`config.mk`:
```
export PLATFORM = sky130hd
export DESIGN_NAME = keyed_slot_table_unit
export DESIGN_NICKNAME = d
export VERILOG_FILES = /design/src/rtl/ksl_pkg.sv /design/src/rtl/ksl_ram.sv /design/src/rtl/ksl_cmp.sv /design/src/rtl/keyed_slot_table_unit.sv
export SDC_FILE = /design/constraint.sdc
export NUM_CORES = 2
export LEC_CHECK = 0
export BUFFER_PORTS_ARGS = -buffer_cell sky130_fd_sc_hd__buf_2
export CAP_MARGIN = 20
export CORE_MARGIN = 4
export CORE_UTILIZATION = 56
export CTS_CLUSTER_SIZE = 12
export DETAILED_ROUTE_END_ITERATION = 7
export PLACE_DENSITY = 0.77
export SLEW_MARGIN = 40
export SYNTH_ARGS = -nofsm -noshare
export SYNTH_HDL_FRONTEND = slang
export SYNTH_SLANG_ARGS = --single-unit
```
`constraint.sdc`:
```
create_clock -name clk -period 7.7 [get_ports clk]
set_input_delay 0.77 -clock clk [delete_from_list [all_inputs] [get_ports clk]]
set_output_delay 0.77 -clock clk [all_outputs]
set_load 0.005 [all_outputs]
```
`src/rtl/ksl_pkg.sv`:
```
// Package for the keyed slot table: field widths, operation and status codes,
// and the compare result type shared by the compare unit and the top level.
// Depends on nothing.
`default_nettype none

package ksl_pkg;

    localparam int FUNC_W   = 3;
    localparam int KEY_W    = 56;
    localparam int INFO_W   = 32;
    localparam int SLOT_W   = 8;
    localparam int STATUS_W = 3;
    localparam int COUNT_W  = 9;
    localparam int ENTRY_W  = KEY_W + INFO_W;

    // A range select reports at most this many matching entries.
    localparam int RESULT_LIMIT = 16;
    localparam int MATCH_W      = $clog2(RESULT_LIMIT + 1);

    // Operation codes.
    localparam logic [FUNC_W-1:0] FUNC_INSERT    = 3'd0;
    localparam logic [FUNC_W-1:0] FUNC_REMOVE    = 3'd1;
    localparam logic [FUNC_W-1:0] FUNC_DEL_RANGE = 3'd2;
    localparam logic [FUNC_W-1:0] FUNC_SEL_RANGE = 3'd3;
    localparam logic [FUNC_W-1:0] FUNC_READ      = 3'd4;

    // Status codes.
    localparam logic [STATUS_W-1:0] ST_OK        = 3'd0;
    localparam logic [STATUS_W-1:0] ST_FULL      = 3'd1;
    localparam logic [STATUS_W-1:0] ST_DUPLICATE = 3'd2;
    localparam logic [STATUS_W-1:0] ST_BAD_INDEX = 3'd3;
    localparam logic [STATUS_W-1:0] ST_FREE      = 3'd4;
    localparam logic [STATUS_W-1:0] ST_NO_MATCH  = 3'd5;

    typedef struct packed {
        logic eq;        // entry key equals the lower bound
        logic in_range;  // lower bound <= entry key <= upper bound
    } cmp_t;

endpackage

`default_nettype wire

```
`src/rtl/ksl_ram.sv`:
```
// Generic single-write, single-read RAM with a registered read port.
// The read data holds while the read enable is low. No dependencies.
`default_nettype none

module ksl_ram #(
    parameter int WIDTH = 88,
    parameter int DEPTH = 16
) (
    input  wire logic                                         clk,
    input  wire logic                                         we,
    input  wire logic [((DEPTH > 1) ? $clog2(DEPTH) : 1)-1:0] waddr,
    input  wire logic [WIDTH-1:0]                             wdata,
    input  wire logic                                         re,
    input  wire logic [((DEPTH > 1) ? $clog2(DEPTH) : 1)-1:0] raddr,
    output logic      [WIDTH-1:0]                             rdata
);

    logic [WIDTH-1:0] mem [DEPTH];

    always_ff @(posedge clk)
    begin
        if (we)
        begin
            mem[waddr] <= wdata;
        end
        if (re)
        begin
            rdata <= mem[raddr];
        end
    end

endmodule

`default_nettype wire

```
`src/rtl/ksl_cmp.sv`:
```
// Shared key compare unit: equality against the lower bound and an inclusive
// range test, applied to one stored entry per cycle. Uses ksl_pkg.
`default_nettype none

module ksl_cmp (
    input  wire logic [ksl_pkg::KEY_W-1:0] entry_key,
    input  wire logic [ksl_pkg::KEY_W-1:0] lo,
    input  wire logic [ksl_pkg::KEY_W-1:0] hi,
    output ksl_pkg::cmp_t                  result
);

    always_comb
    begin
        result.eq       = (entry_key == lo);
        result.in_range = (entry_key >= lo) && (entry_key <= hi);
    end

endmodule

`default_nettype wire

```
`src/rtl/keyed_slot_table_unit.sv`:
```
// Keyed slot table: a table of SLOTS entries with insert, remove, range delete,
// range select and read. Uses ksl_pkg, ksl_ram and ksl_cmp.
//
// Usage. A request enters on in_valid/in_stall and carries func, key,
// key_upper, info_handle and slot_index. It is taken at a rising edge with
// in_valid high and in_stall low. Results leave on out_valid/out_stall, one
// per accepted edge, with last set on the final result of a request.
// Insert, range delete and range select walk the table one slot per cycle
// through the single read port of the entry RAM and the shared compare unit;
// in_stall stays high until the final result of a request is loaded into the
// output register, so no new request is taken before then. A read fetches
// its entry when taken. Unknown function codes are taken and dropped without
// a result. A range select emits up to 16 results; each match is held until
// the next one is found so that last can be set correctly, and the walk pauses
// while a match must push out the held one and the output is full and stalled.
// A stalled result holds its value, and a new result is loaded only when the
// output register is empty or being taken in the same cycle.
// Reset clears the busy mark of every slot, so the table starts empty; the
// key and handle RAM is not cleared, since a free slot is never reported.
`default_nettype none

module keyed_slot_table_unit #(
    parameter int SLOTS = 16
) (
    input  wire logic                             clk,
    input  wire logic                             rst_n,

    input  wire logic                             in_valid,
    output logic                                  in_stall,
    input  wire logic [ksl_pkg::FUNC_W-1:0]       func,
    input  wire logic [ksl_pkg::KEY_W-1:0]        key,
    input  wire logic [ksl_pkg::KEY_W-1:0]        key_upper,
    input  wire logic [ksl_pkg::INFO_W-1:0]       info_handle,
    input  wire logic [ksl_pkg::SLOT_W-1:0]       slot_index,

    output logic                                  out_valid,
    input  wire logic                             out_stall,
    output logic      [ksl_pkg::STATUS_W-1:0]     status,
    output logic      [ksl_pkg::SLOT_W-1:0]       slot,
    output logic      [ksl_pkg::KEY_W-1:0]        found_key,
    output logic      [ksl_pkg::INFO_W-1:0]       found_info,
    output logic      [ksl_pkg::COUNT_W-1:0]      removed_count,
    output logic                                  last
);

    localparam int AW = (SLOTS > 1) ? $clog2(SLOTS) : 1;
    localparam int CW = $clog2(SLOTS + 1);

    typedef enum logic [3:0] {
        S_IDLE   = 4'b0001,
        S_SCAN   = 4'b0010,
        S_FIN    = 4'b0100,
        S_SINGLE = 4'b1000
    } state_t;

    // Control state.
    state_t                          state_reg, state_next;
    logic                            busy_reg [SLOTS];
    logic                            busy_next [SLOTS];
    logic [CW-1:0]                   addr_cnt_reg, addr_cnt_next;
    logic                            rd_pend_reg, rd_pend_next;
    logic                            free_found_reg, free_found_next;
    logic                            dup_found_reg, dup_found_next;
    logic                            pend_valid_reg, pend_valid_next;
    logic [ksl_pkg::COUNT_W-1:0]     count_reg, count_next;
    logic [ksl_pkg::MATCH_W-1:0]     match_n_reg, match_n_next;
    logic                            out_valid_reg, out_valid_next;

    // Request and working payload.
    logic [ksl_pkg::FUNC_W-1:0]      func_reg, func_next;
    logic [ksl_pkg::KEY_W-1:0]       lo_reg, lo_next;
    logic [ksl_pkg::KEY_W-1:0]       hi_reg, hi_next;
    logic [ksl_pkg::INFO_W-1:0]      info_reg, info_next;
    logic [ksl_pkg::SLOT_W-1:0]      idx_reg, idx_next;
    logic [AW-1:0]                   cmp_idx_reg, cmp_idx_next;
    logic [AW-1:0]                   free_slot_reg, free_slot_next;
    logic [AW-1:0]                   dup_slot_reg, dup_slot_next;
    logic [AW-1:0]                   pend_slot_reg, pend_slot_next;
    logic [ksl_pkg::KEY_W-1:0]       pend_key_reg, pend_key_next;
    logic [ksl_pkg::INFO_W-1:0]      pend_info_reg, pend_info_next;

    // Output register payload.
    logic [ksl_pkg::STATUS_W-1:0]    status_reg;
    logic [ksl_pkg::SLOT_W-1:0]      slot_reg;
    logic [ksl_pkg::KEY_W-1:0]       found_key_reg;
    logic [ksl_pkg::INFO_W-1:0]      found_info_reg;
    logic [ksl_pkg::COUNT_W-1:0]     removed_count_reg;
    logic                            last_reg;

    // Values loaded into the output register.
    logic                            out_load;
    logic [ksl_pkg::STATUS_W-1:0]    ld_status;
    logic [ksl_pkg::SLOT_W-1:0]      ld_slot;
    logic [ksl_pkg::KEY_W-1:0]       ld_key;
    logic [ksl_pkg::INFO_W-1:0]      ld_info;
    logic [ksl_pkg::COUNT_W-1:0]     ld_count;
    logic                            ld_last;

    // Entry RAM ports.
    logic                            ram_we;
    logic [AW-1:0]                   ram_waddr;
    logic [ksl_pkg::ENTRY_W-1:0]     ram_wdata;
    logic                            ram_re;
    logic [AW-1:0]                   ram_raddr;
    logic [ksl_pkg::ENTRY_W-1:0]     ram_rdata;
    logic [ksl_pkg::KEY_W-1:0]       rd_key;
    logic [ksl_pkg::INFO_W-1:0]      rd_info;

    ksl_pkg::cmp_t                   cmp;
    logic                            out_free;
    logic                            entry_busy;
    logic                            hit;
    logic                            scan_hold;
    logic                            adv;
    logic                            limit_hit;
    logic                            scan_end;
    logic                            idx_oob;
    logic                            idx_busy;
    logic [ksl_pkg::KEY_W-1:0]       in_lo;
    logic [ksl_pkg::KEY_W-1:0]       in_hi;

    ksl_ram #(
        .WIDTH (ksl_pkg::ENTRY_W),
        .DEPTH (SLOTS)
    ) u_ram (
        .clk   (clk),
        .we    (ram_we),
        .waddr (ram_waddr),
        .wdata (ram_wdata),
        .re    (ram_re),
        .raddr (ram_raddr),
        .rdata (ram_rdata)
    );

    assign rd_key  = ram_rdata[ksl_pkg::ENTRY_W-1 -: ksl_pkg::KEY_W];
    assign rd_info = ram_rdata[ksl_pkg::INFO_W-1:0];

    ksl_cmp u_cmp (
        .entry_key (rd_key),
        .lo        (lo_reg),
        .hi        (hi_reg),
        .result    (cmp)
    );

    // The output register can take a new result when it is empty or drains now.
    assign out_free = !out_valid_reg || !out_stall;

    // Slot currently in the compare stage.
    assign entry_busy = busy_reg[cmp_idx_reg];
    assign hit        = entry_busy && cmp.in_range;

    // A select match that must push the held match out waits for the output.
    assign scan_hold = rd_pend_reg && (func_reg == ksl_pkg::FUNC_SEL_RANGE) && hit
                       && pend_valid_reg && !out_free;
    assign adv       = !scan_hold;
    assign limit_hit = (match_n_reg == ksl_pkg::MATCH_W'(ksl_pkg::RESULT_LIMIT - 1));
    assign scan_end  = (addr_cnt_reg == CW'(SLOTS));

    assign idx_oob  = ({1'b0, idx_reg} >= ksl_pkg::COUNT_W'(SLOTS));
    assign idx_busy = !idx_oob && busy_reg[AW'(idx_reg)];

    // Range bounds are put in order; insert keeps its key as given.
    assign in_lo = (func != ksl_pkg::FUNC_INSERT && key > key_upper) ? key_upper : key;
    assign in_hi = (key > key_upper) ? key : key_upper;

    assign in_stall = (state_reg != S_IDLE);

    always_comb
    begin
        state_next      = state_reg;
        busy_next       = busy_reg;
        addr_cnt_next   = addr_cnt_reg;
        rd_pend_next    = rd_pend_reg;
        free_found_next = free_found_reg;
        dup_found_next  = dup_found_reg;
        pend_valid_next = pend_valid_reg;
        count_next      = count_reg;
        match_n_next    = match_n_reg;
        func_next       = func_reg;
        lo_next         = lo_reg;
        hi_next         = hi_reg;
        info_next       = info_reg;
        idx_next        = idx_reg;
        cmp_idx_next    = cmp_idx_reg;
        free_slot_next  = free_slot_reg;
        dup_slot_next   = dup_slot_reg;
        pend_slot_next  = pend_slot_reg;
        pend_key_next   = pend_key_reg;
        pend_info_next  = pend_info_reg;

        ram_we    = 1'b0;
        ram_waddr = free_slot_reg;
        ram_wdata = {lo_reg, info_reg};
        ram_re    = 1'b0;
        ram_raddr = addr_cnt_reg[AW-1:0];

        out_load  = 1'b0;
        ld_status = ksl_pkg::ST_OK;
        ld_slot   = '0;
        ld_key    = '0;
        ld_info   = '0;
        ld_count  = '0;
        ld_last   = 1'b1;

        unique case (state_reg)
            S_IDLE:
            begin
                if (in_valid)
                begin
                    func_next       = func;
                    lo_next         = in_lo;
                    hi_next         = in_hi;
                    info_next       = info_handle;
                    idx_next        = slot_index;
                    addr_cnt_next   = '0;
                    rd_pend_next    = 1'b0;
                    free_found_next = 1'b0;
                    dup_found_next  = 1'b0;
                    pend_valid_next = 1'b0;
                    count_next      = '0;
                    match_n_next    = '0;
                    if (func == ksl_pkg::FUNC_INSERT || func == ksl_pkg::FUNC_DEL_RANGE
                        || func == ksl_pkg::FUNC_SEL_RANGE)
                    begin
                        state_next = S_SCAN;
                    end
                    else if (func == ksl_pkg::FUNC_REMOVE || func == ksl_pkg::FUNC_READ)
                    begin
                        // For a read, fetch the entry now; its data waits in the RAM register.
                        ram_re     = (func == ksl_pkg::FUNC_READ);
                        ram_raddr  = AW'(slot_index);
                        state_next = S_SINGLE;
                    end
                end
            end

            S_SCAN:
            begin
                // Compare stage: one slot per cycle from the RAM register while not held.
                if (rd_pend_reg && adv)
                begin
                    if (func_reg == ksl_pkg::FUNC_INSERT)
                    begin
                        if (!entry_busy && !free_found_reg)
                        begin
                            free_found_next = 1'b1;
                            free_slot_next  = cmp_idx_reg;
                        end
                        if (entry_busy && cmp.eq && !dup_found_reg)
                        begin
                            dup_found_next = 1'b1;
                            dup_slot_next  = cmp_idx_reg;
                        end
                    end
                    else if (func_reg == ksl_pkg::FUNC_DEL_RANGE)
                    begin
                        if (hit)
                        begin
                            busy_next[cmp_idx_reg] = 1'b0;
                            count_next             = count_reg + 1'b1;
                        end
                    end
                    else if (hit)
                    begin
                        // Range select: emit the held match, hold this one.
                        if (pend_valid_reg)
                        begin
                            out_load  = 1'b1;
                            ld_slot   = ksl_pkg::SLOT_W'(pend_slot_reg);
                            ld_key    = pend_key_reg;
                            ld_info   = pend_info_reg;
                            ld_last   = 1'b0;
                        end
                        pend_valid_next = 1'b1;
                        pend_slot_next  = cmp_idx_reg;
                        pend_key_next   = rd_key;
                        pend_info_next  = rd_info;
                        match_n_next    = match_n_reg + 1'b1;
                    end
                end

                // Read-issue stage.
                if (rd_pend_reg && adv && func_reg == ksl_pkg::FUNC_SEL_RANGE && hit
                    && limit_hit)
                begin
                    rd_pend_next = 1'b0;
                    state_next   = S_FIN;
                end
                else if (adv)
                begin
                    if (!scan_end)
                    begin
                        ram_re        = 1'b1;
                        ram_raddr     = addr_cnt_reg[AW-1:0];
                        cmp_idx_next  = addr_cnt_reg[AW-1:0];
                        addr_cnt_next = addr_cnt_reg + 1'b1;
                        rd_pend_next  = 1'b1;
                    end
                    else
                    begin
                        rd_pend_next = 1'b0;
                        state_next   = S_FIN;
                    end
                end
            end

            S_FIN:
            begin
                if (out_free)
                begin
                    out_load   = 1'b1;
                    state_next = S_IDLE;
                    if (func_reg == ksl_pkg::FUNC_INSERT)
                    begin
                        if (!free_found_reg)
                        begin
                            ld_status = ksl_pkg::ST_FULL;
                        end
                        else if (dup_found_reg)
                        begin
                            ld_status = ksl_pkg::ST_DUPLICATE;
                            ld_slot   = ksl_pkg::SLOT_W'(dup_slot_reg);
                        end
                        else
                        begin
                            ram_we                   = 1'b1;
                            busy_next[free_slot_reg] = 1'b1;
                            ld_slot                  = ksl_pkg::SLOT_W'(free_slot_reg);
                        end
                    end
                    else if (func_reg == ksl_pkg::FUNC_DEL_RANGE)
                    begin
                        ld_status = (count_reg != '0) ? ksl_pkg::ST_OK : ksl_pkg::ST_NO_MATCH;
                        ld_count  = count_reg;
                    end
                    else if (pend_valid_reg)
                    begin
                        ld_slot = ksl_pkg::SLOT_W'(pend_slot_reg);
                        ld_key  = pend_key_reg;
                        ld_info = pend_info_reg;
                    end
                    else
                    begin
                        ld_status = ksl_pkg::ST_NO_MATCH;
                    end
                end
            end

            S_SINGLE:
            begin
                if (out_free)
                begin
                    out_load   = 1'b1;
                    state_next = S_IDLE;
                    ld_slot    = idx_reg;
                    if (idx_oob)
                    begin
                        ld_status = ksl_pkg::ST_BAD_INDEX;
                    end
                    else if (!idx_busy)
                    begin
                        ld_status = ksl_pkg::ST_FREE;
                    end
                    else if (func_reg == ksl_pkg::FUNC_REMOVE)
                    begin
                        busy_next[AW'(idx_reg)] = 1'b0;
                    end
                    else
                    begin
                        ld_key  = rd_key;
                        ld_info = rd_info;
                    end
                end
            end

            default:
            begin
                state_next = S_IDLE;
            end
        endcase
    end

    assign out_valid_next = out_load || (out_valid_reg && out_stall);

    always_ff @(posedge clk or negedge rst_n)
    begin
        if (!rst_n)
        begin
            state_reg      <= S_IDLE;
            addr_cnt_reg   <= '0;
            rd_pend_reg    <= 1'b0;
            free_found_reg <= 1'b0;
            dup_found_reg  <= 1'b0;
            pend_valid_reg <= 1'b0;
            count_reg      <= '0;
            match_n_reg    <= '0;
            out_valid_reg  <= 1'b0;
            for (int i = 0; i < SLOTS; i++)
            begin
                busy_reg[i] <= 1'b0;
            end
        end
        else
        begin
            state_reg      <= state_next;
            addr_cnt_reg   <= addr_cnt_next;
            rd_pend_reg    <= rd_pend_next;
            free_found_reg <= free_found_next;
            dup_found_reg  <= dup_found_next;
            pend_valid_reg <= pend_valid_next;
            count_reg      <= count_next;
            match_n_reg    <= match_n_next;
            out_valid_reg  <= out_valid_next;
            busy_reg       <= busy_next;
        end
    end

    always_ff @(posedge clk)
    begin
        func_reg      <= func_next;
        lo_reg        <= lo_next;
        hi_reg        <= hi_next;
        info_reg      <= info_next;
        idx_reg       <= idx_next;
        cmp_idx_reg   <= cmp_idx_next;
        free_slot_reg <= free_slot_next;
        dup_slot_reg  <= dup_slot_next;
        pend_slot_reg <= pend_slot_next;
        pend_key_reg  <= pend_key_next;
        pend_info_reg <= pend_info_next;
        if (out_load)
        begin
            status_reg        <= ld_status;
            slot_reg          <= ld_slot;
            found_key_reg     <= ld_key;
            found_info_reg    <= ld_info;
            removed_count_reg <= ld_count;
            last_reg          <= ld_last;
        end
    end

    assign out_valid     = out_valid_reg;
    assign status        = status_reg;
    assign slot          = slot_reg;
    assign found_key     = found_key_reg;
    assign found_info    = found_info_reg;
    assign removed_count = removed_count_reg;
    assign last          = last_reg;

endmodule

`default_nettype wire

```
# [After elaboration in Yosys (flattened, before gate mapping)]
# Memories as Yosys holds them, arrays and structs flattened. A register that Yosys moved wholly into a read port is not among the register bits.
# Index checks and enable logic that the tools add are counted.
[classes] n_bitwise=18 order_cmp=10 muxes=143 add_sub_neg=3 n_eq_ne=39 n_reduce_logical=54
[ops] operator="$mux 56" count=14
[ops] operator="$mux 32" count=12
[ops] operator="$mux 16" count=12
[ops] operator="$pmux 56 s3" count=1
[ops] operator="$pmux 32 s3" count=1
[ops] operator="$mux 4" count=19
[ops] operator="$eq 56x56->1" count=1
[ops] operator="$ge 56x56->1" count=1
[ops] operator="$gt 56x56->1" count=1
[ops] operator="$le 56x56->1" count=1
[ops] operator="$pmux 16 s3" count=1
[ops] operator="$mux 9" count=5
[ops] operator="$mux 1" count=40
[ops] operator="$mux 5" count=8
[ops] operator="$ne 2x2->1 const B" count=20
[ops] operator="$and 16x16->16" count=2
[ops] operator="$not 16->16" count=2
[ops] operator="$reduce_and 5->1" count=5
[ops] operator="$mux 3" count=8
[ops] operator="$mux 8" count=3
[ops] operator="$pmux 8 s3" count=1
[ops] operator="$pmux 5 s2" count=2
[ops] operator="$logic_and 1x1->1" count=19
[ops] operator="$pmux 9 s2" count=1
[ops] operator="40 further kinds" count=87
[totals] output_inout_bits=111 mem_count=1 word_cells=310 inputBits=159 mem_bits_rw=1408 ff_bits=412
[memory_table] memory="u_ram.mem" words=16 width=88 read_ports=1 rd_clocked_by_memory_dff=1 write_ports=1 line_no="ksl_ram.sv:18" source="logic [WIDTH-1:0] mem [DEPTH];"

# [Logic depth before layout (Yosys ltp)]
[logic_depth] word_depth=15 ltp_mapped=14 ltp_nobuf=12

# [By module]
# A second synthesis with hierarchy kept.
[unflattened] cells_unflattened=3843 hier_area_um2=76140.5
[by_module_without_submodules] mod="ksl_ram" area_per_inst_um2=55241.7 cells_each=2256 instances=1 seq_area_each_um2=44923.1
[by_module_without_submodules] mod="keyed_slot_table_unit" area_per_inst_um2=18068.6 cells_each=1192 instances=1 seq_area_each_um2=12152.9
[by_module_without_submodules] mod="ksl_cmp" area_per_inst_um2=2830.2 cells_each=395 instances=1 seq_area_each_um2=0.0

# [Least setup slack after synthesis]
# OpenSTA, ideal clock, no wires.
[synth_path] kind="reg2reg" startpoint="register lo_reg[14] (netlist bit)" endpoint="register match_n_reg[2] (netlist bit)" arrival_ns=6.840 t_required_ns=7.358 stages_incl_launch_ff=13 period_less_slack_ns=7.182 slack_ns=0.518 setup_time_ns=0.342 n_path_buf=0 path_cell_list="edfxtp_1 inv_1 ha_1 nand4_1 nor4_1 o21ai_0 o211ai_1 a2111oi_0 o211a_1 a211oi_4 nand3_2 nor2_1 o21ai_0"
[synth_between] elab_chain_len=10 word_cells_on_any_way=11 classes_between="1 x order compare; 2 x eq/ne; 8 x reduce/logical"
[synth_lines] item="start: declaration" line_no="keyed_slot_table_unit.sv:71" source="logic [ksl_pkg::KEY_W-1:0] lo_reg, lo_next;"
[synth_lines] item="start signal: assignment" line_no="keyed_slot_table_unit.sv:421" source="lo_reg <= lo_next;"
[synth_lines] item="$ge 56x56->1 (*)" line_no="ksl_cmp.sv:15" source="result.in_range = (entry_key >= lo) && (entry_key <= hi);"
[synth_lines] item="$logic_and 1x1->1 (*)" line_no="ksl_cmp.sv:15"
[synth_lines] item="$logic_and 1x1->1 (*)" line_no="keyed_slot_table_unit.sv:150" source="assign hit = entry_busy && cmp.in_range;"
[synth_lines] item="$logic_and 1x1->1" line_no="keyed_slot_table_unit.sv:153" source="assign scan_hold = rd_pend_reg && (func_reg == ksl_pkg::FUNC_SEL_RANGE) && hit"
[synth_lines] item="$logic_and 1x1->1 (2 in series)" line_no="keyed_slot_table_unit.sv:154" source="&& pend_valid_reg && !out_free;"
[synth_lines] item="$logic_not 1->1" line_no="keyed_slot_table_unit.sv:155" source="assign adv = !scan_hold;"
[synth_lines] item="$logic_and 1x1->1" line_no="keyed_slot_table_unit.sv:240" source="if (rd_pend_reg && adv)"
[synth_lines] item="$ne 2x2->1 (no line)"
[synth_lines] item="$reduce_and 6->1 (no line) (*)"
[synth_lines] item="end signal: assignment" line_no="keyed_slot_table_unit.sv:412" source="match_n_reg <= match_n_next;"
[synth_lines] item="end: declaration" line_no="keyed_slot_table_unit.sv:66" source="logic [ksl_pkg::MATCH_W-1:0] match_n_reg, match_n_next;"
# Every way passes the cells marked *; elsewhere a longest branch is shown, timed or not.
# A chain may end at the register's enable or synchronous reset.

# [Worst setup path after layout]
[layout_path] startpoint="register lo_reg[7] (netlist bit)" endpoint="register found_key_reg, in the netlist found_key[50], data pin"
[layout_between] elab_chain_len=10 word_cells_on_any_way=13 classes_between="1 x order compare; 5 x mux; 7 x reduce/logical"
[layout_lines] item="$ge 56x56->1 (*)" line_no="ksl_cmp.sv:15"
[layout_lines] item="$logic_and 1x1->1 (*)" line_no="ksl_cmp.sv:15"
[layout_lines] item="$logic_and 1x1->1 (*)" line_no="keyed_slot_table_unit.sv:150"
[layout_lines] item="$logic_and 1x1->1" line_no="keyed_slot_table_unit.sv:153"
[layout_lines] item="$logic_and 1x1->1 (2 in series)" line_no="keyed_slot_table_unit.sv:154"
[layout_lines] item="$logic_not 1->1" line_no="keyed_slot_table_unit.sv:155"
[layout_lines] item="$logic_and 1x1->1" line_no="keyed_slot_table_unit.sv:240"
[layout_lines] item="$mux 56 (*)" line_no="keyed_slot_table_unit.sv:240"
[layout_lines] item="$pmux 56 s3 (*)" line_no="keyed_slot_table_unit.sv:205" source="unique case (state_reg)"
[layout_lines] item="via ld_key (one bit)" line_no="keyed_slot_table_unit.sv:94" source="logic [ksl_pkg::KEY_W-1:0] ld_key;"
[layout_lines] item="end signal: assignment" line_no="keyed_slot_table_unit.sv:435" source="found_key_reg <= ld_key;"
[layout_lines] item="end: declaration" line_no="keyed_slot_table_unit.sv:85" source="logic [ksl_pkg::KEY_W-1:0] found_key_reg;"
# Mark *: on every way through the listed nets, which the timed path passes. The rest lies on a longest branch.

==> out/results.ini <==
[placed_design]
gp_congestion = 0.849
dp_hpwl_um = 106000
io_buffers = 269

[drt]
drt_wl_total_um = 195000
route.vias.total = 41900
route.detailed.drc = 0
viasPerCell = 6.62
ant_nets = 0
dr.pass1.iters = 5
wl_per_cell_um = 30.9
drt_iter0_markers = 5457

[pwr]
power_density_nw_per_um2 = 255
peakVddDrop_mv = 0.223
p_leak_nw = 29.2

[clock_tree]
clk_pin_slew_ns = 0.06
cts_resized = 0
cts_buffers = 190
holdBufCountCts = 1
root_buffer = clkbuf_16
cts_setup_buffers = 0
clock-sinks = 1908
clk-insertion-delay-late_ns = 0.84
h-tree-depth = 4
cts_tree = built
cts_buffer_depth = 3

[critical_path]
critPathBufInv = 2
crit_arrival_ns = 6.17
worstSetupStartpointType = register
critPathTopFamily = compound AO/OA/AOI/OAI gates
worstPathRequired_ns = 8.28
path_cells = inv_1 -> ha_1 -> nand4_1 -> nor4_1 -> o21ai_0 -> o211ai_1 -> a2111oi_2 -> o211a_1 -> a211oi_4 -> nand3_2 -> nand2_8 -> buf_16 -> a32o_1
end_kind = register
critPathKind = register to register
slowest_delay_ns = 0.77
crit_path_max_fanout = 53
cpMaxStageDelayCell = edfxtp_1

[yosys]
synth_cell_types = 72
ys_ff_latch = 1908
ys_seq_area_frac = 0.741
yosys_warnings = 0
synthCells = 4086
synth_edf_count = 1864
synth_nets = 4419
ys.flop_type = edfxtp_1
avgSynthCellArea_um2 = 18.8
synthArstFlopShare = 0.0231
syn_area_um2 = 77000

[finish]
top_regs = u_ram.mem x1408, u_ram.rdata x88
registers.top_by_ff_count = u_ram.mem
drive_gt1_frac = 0.223
final_nets = 4765
final_util = 0.635
largest_register_ff_count = 1408
syn_to_final_growth_pct = 12.1

[timing]
finalMaxSlewViolations = 0
setup_viol = 0
hold_viol = 0
min_period_over_period = 0.726
timing.fmax_ghz = 0.179
rsz0062_at_grt = false
fin_crit_ns = 5.59
worstMarginPinSlew_ns = 0.986
max_slew_margin = 0.337
tns_ns = 0
fin_skew_ns = 0.0429

[floorplanning]
row_count = 135
start_util = 0.566
ios = 270
die_x_um = 379
core_region_area_um2 = 136000
die_height_um = 379
die_area_um2 = 143000

[grt]
grt_use_total = 0.275
grt_max_degree = 114
grt-ovfl-total = 0
antenna_found_initial = 16
first_global_vias = 42000
grt_first_pass_wirelength_um = 284000

[worst_hold_path]
hold_class = input pin to register

[outcome]
status = complete, no violations

[run]
drv_cap = 0

-- synthesized netlist by cell type (7+ instances only) --
library cell / instances / area, µm²
o211ai_1: 10 / 75.1
and2_1: 96 / 601
inv_1: 188 / 706
nor4_1: 9 / 56.3
nor2_1: 71 / 267
ha_1: 174 / 2180
a31o_2: 7 / 61.3
mux2_1: 40 / 450
a21o_1: 21 / 158
o22ai_1: 8 / 50.1
mux2_2: 19 / 214
nand3_1: 30 / 150
nand2_1: 305 / 1140
nor3_1: 15 / 75.1
nand4_1: 39 / 244
nand2b_1: 7 / 43.8
nor2b_1: 7 / 43.8
o21ai_0: 99 / 495
a211oi_1: 92 / 691
edfxtp_1: 1864 / 56000
and3_1: 9 / 56.3
a32o_1: 88 / 881
clkbuf_1: 103 / 387
mux4_2: 362 / 8150
buf_2: 38 / 190
a21oi_1: 86 / 430
buf_4: 21 / 158
a31oi_1: 94 / 588
buf_6: 29 / 327
dfrtp_1: 43 / 1080
mux2i_1: 11 / 110
-- report_power, final --
| part | switching, mW | internal, mW |
|---|---|---|
| Clock | 3.78 | 4.67 |
| Sequential | 0.283 | 11.7 |
| Combinational | 0.883 | 0.713 |
| Total | 4.94 | 17.1 |
-- cell families (layout without fill, tap and decap cells) --
| kind of cell | Yosys count | in the layout | share of synthesized area |
|---|---|---|---|
| xor gates and xnor gates | 6 | 6 | 0.000683 |
| DFF | 1908 | 1908 | 0.741 |
| AOI/OAI and AO/OA | 551 | 551 | 0.0499 |
| buffers and inverters | 387 | 839 | 0.0239 |
| and+or+nand+nor | 627 | 627 | 0.0395 |
| adders and majority gates | 174 | 174 | 0.0283 |
| other | 0 | 8 | 0 |
| muxes | 433 | 433 | 0.116 |
-- final cells by class --
type                    instances  area, µm²
diodes                          8       20.0
multi-input cells            1791      18300
repair buffers                351       2400
clock inverters                58        520
inverters                     190        721
flip-flops and latches       1908      57100
fillers                      8903      49700
well taps                    1781       2230
clock buffers                 240       5050
-- per-stage QoR --
stage	instances	cell area (µm²)	setup WS [ns]	total power, mW	hold WS, ns
floorplan	4086	77000	0.518	13.3	0.427
global placement	6009	80400	1.97	13.7	0.435
detailed placement	6016	80600	2.07	13.8	0.433
CTS	6315	86200	2.03	22.2	0.0553
global route	6322	86300	1.95	22.8	0.0745
finish	6327	86300	2.11	22.1	0.104
-- layout by cell type (no fill, tap or decap), drive strengths merged, types with 33 or more instances in the layout --
master / count
edfxtp: 1864
mux4: 362
buf: 349
nand2: 306
clkbuf: 241
inv: 193
ha: 174
o21ai: 99
and2: 96
a31oi: 94
a211oi: 93
a32o: 88
a21oi: 86
nor2: 72
mux2: 59
clkinv: 53
dfrtp: 43
nand4: 39
nand3: 33
-- final timing paths --
check	slack [ns]	start	depth (start not counted)	endpoint
worst min-delay path	0.10	info_handle[9]	1	info_reg[9]
max in group asynchronous	6.71	rst_n	2	busy_reg[12]
worst min register to register	0.46	u_ram.rdata[17]	0	pend_info_reg[17]
worst max-delay path	2.11	lo_reg[7]	13	found_key[50]
min in group asynchronous	0.50	rst_n	2	out_valid
worst max register to register	2.11	lo_reg[7]	13	found_key[50]
-- per-layer routing --
layer | track usage | up-vias | wire [µm]
met5 | 0 | - | 80
met4 | 0.0995 | 10 | 6920
met3 | 0.0671 | 421 | 22800
met2 | 0.429 | 2708 | 92800
met1 | 0.382 | 21500 | 72600
li1 | - | 17200 | -
Power figures use the tool's default switching activity.
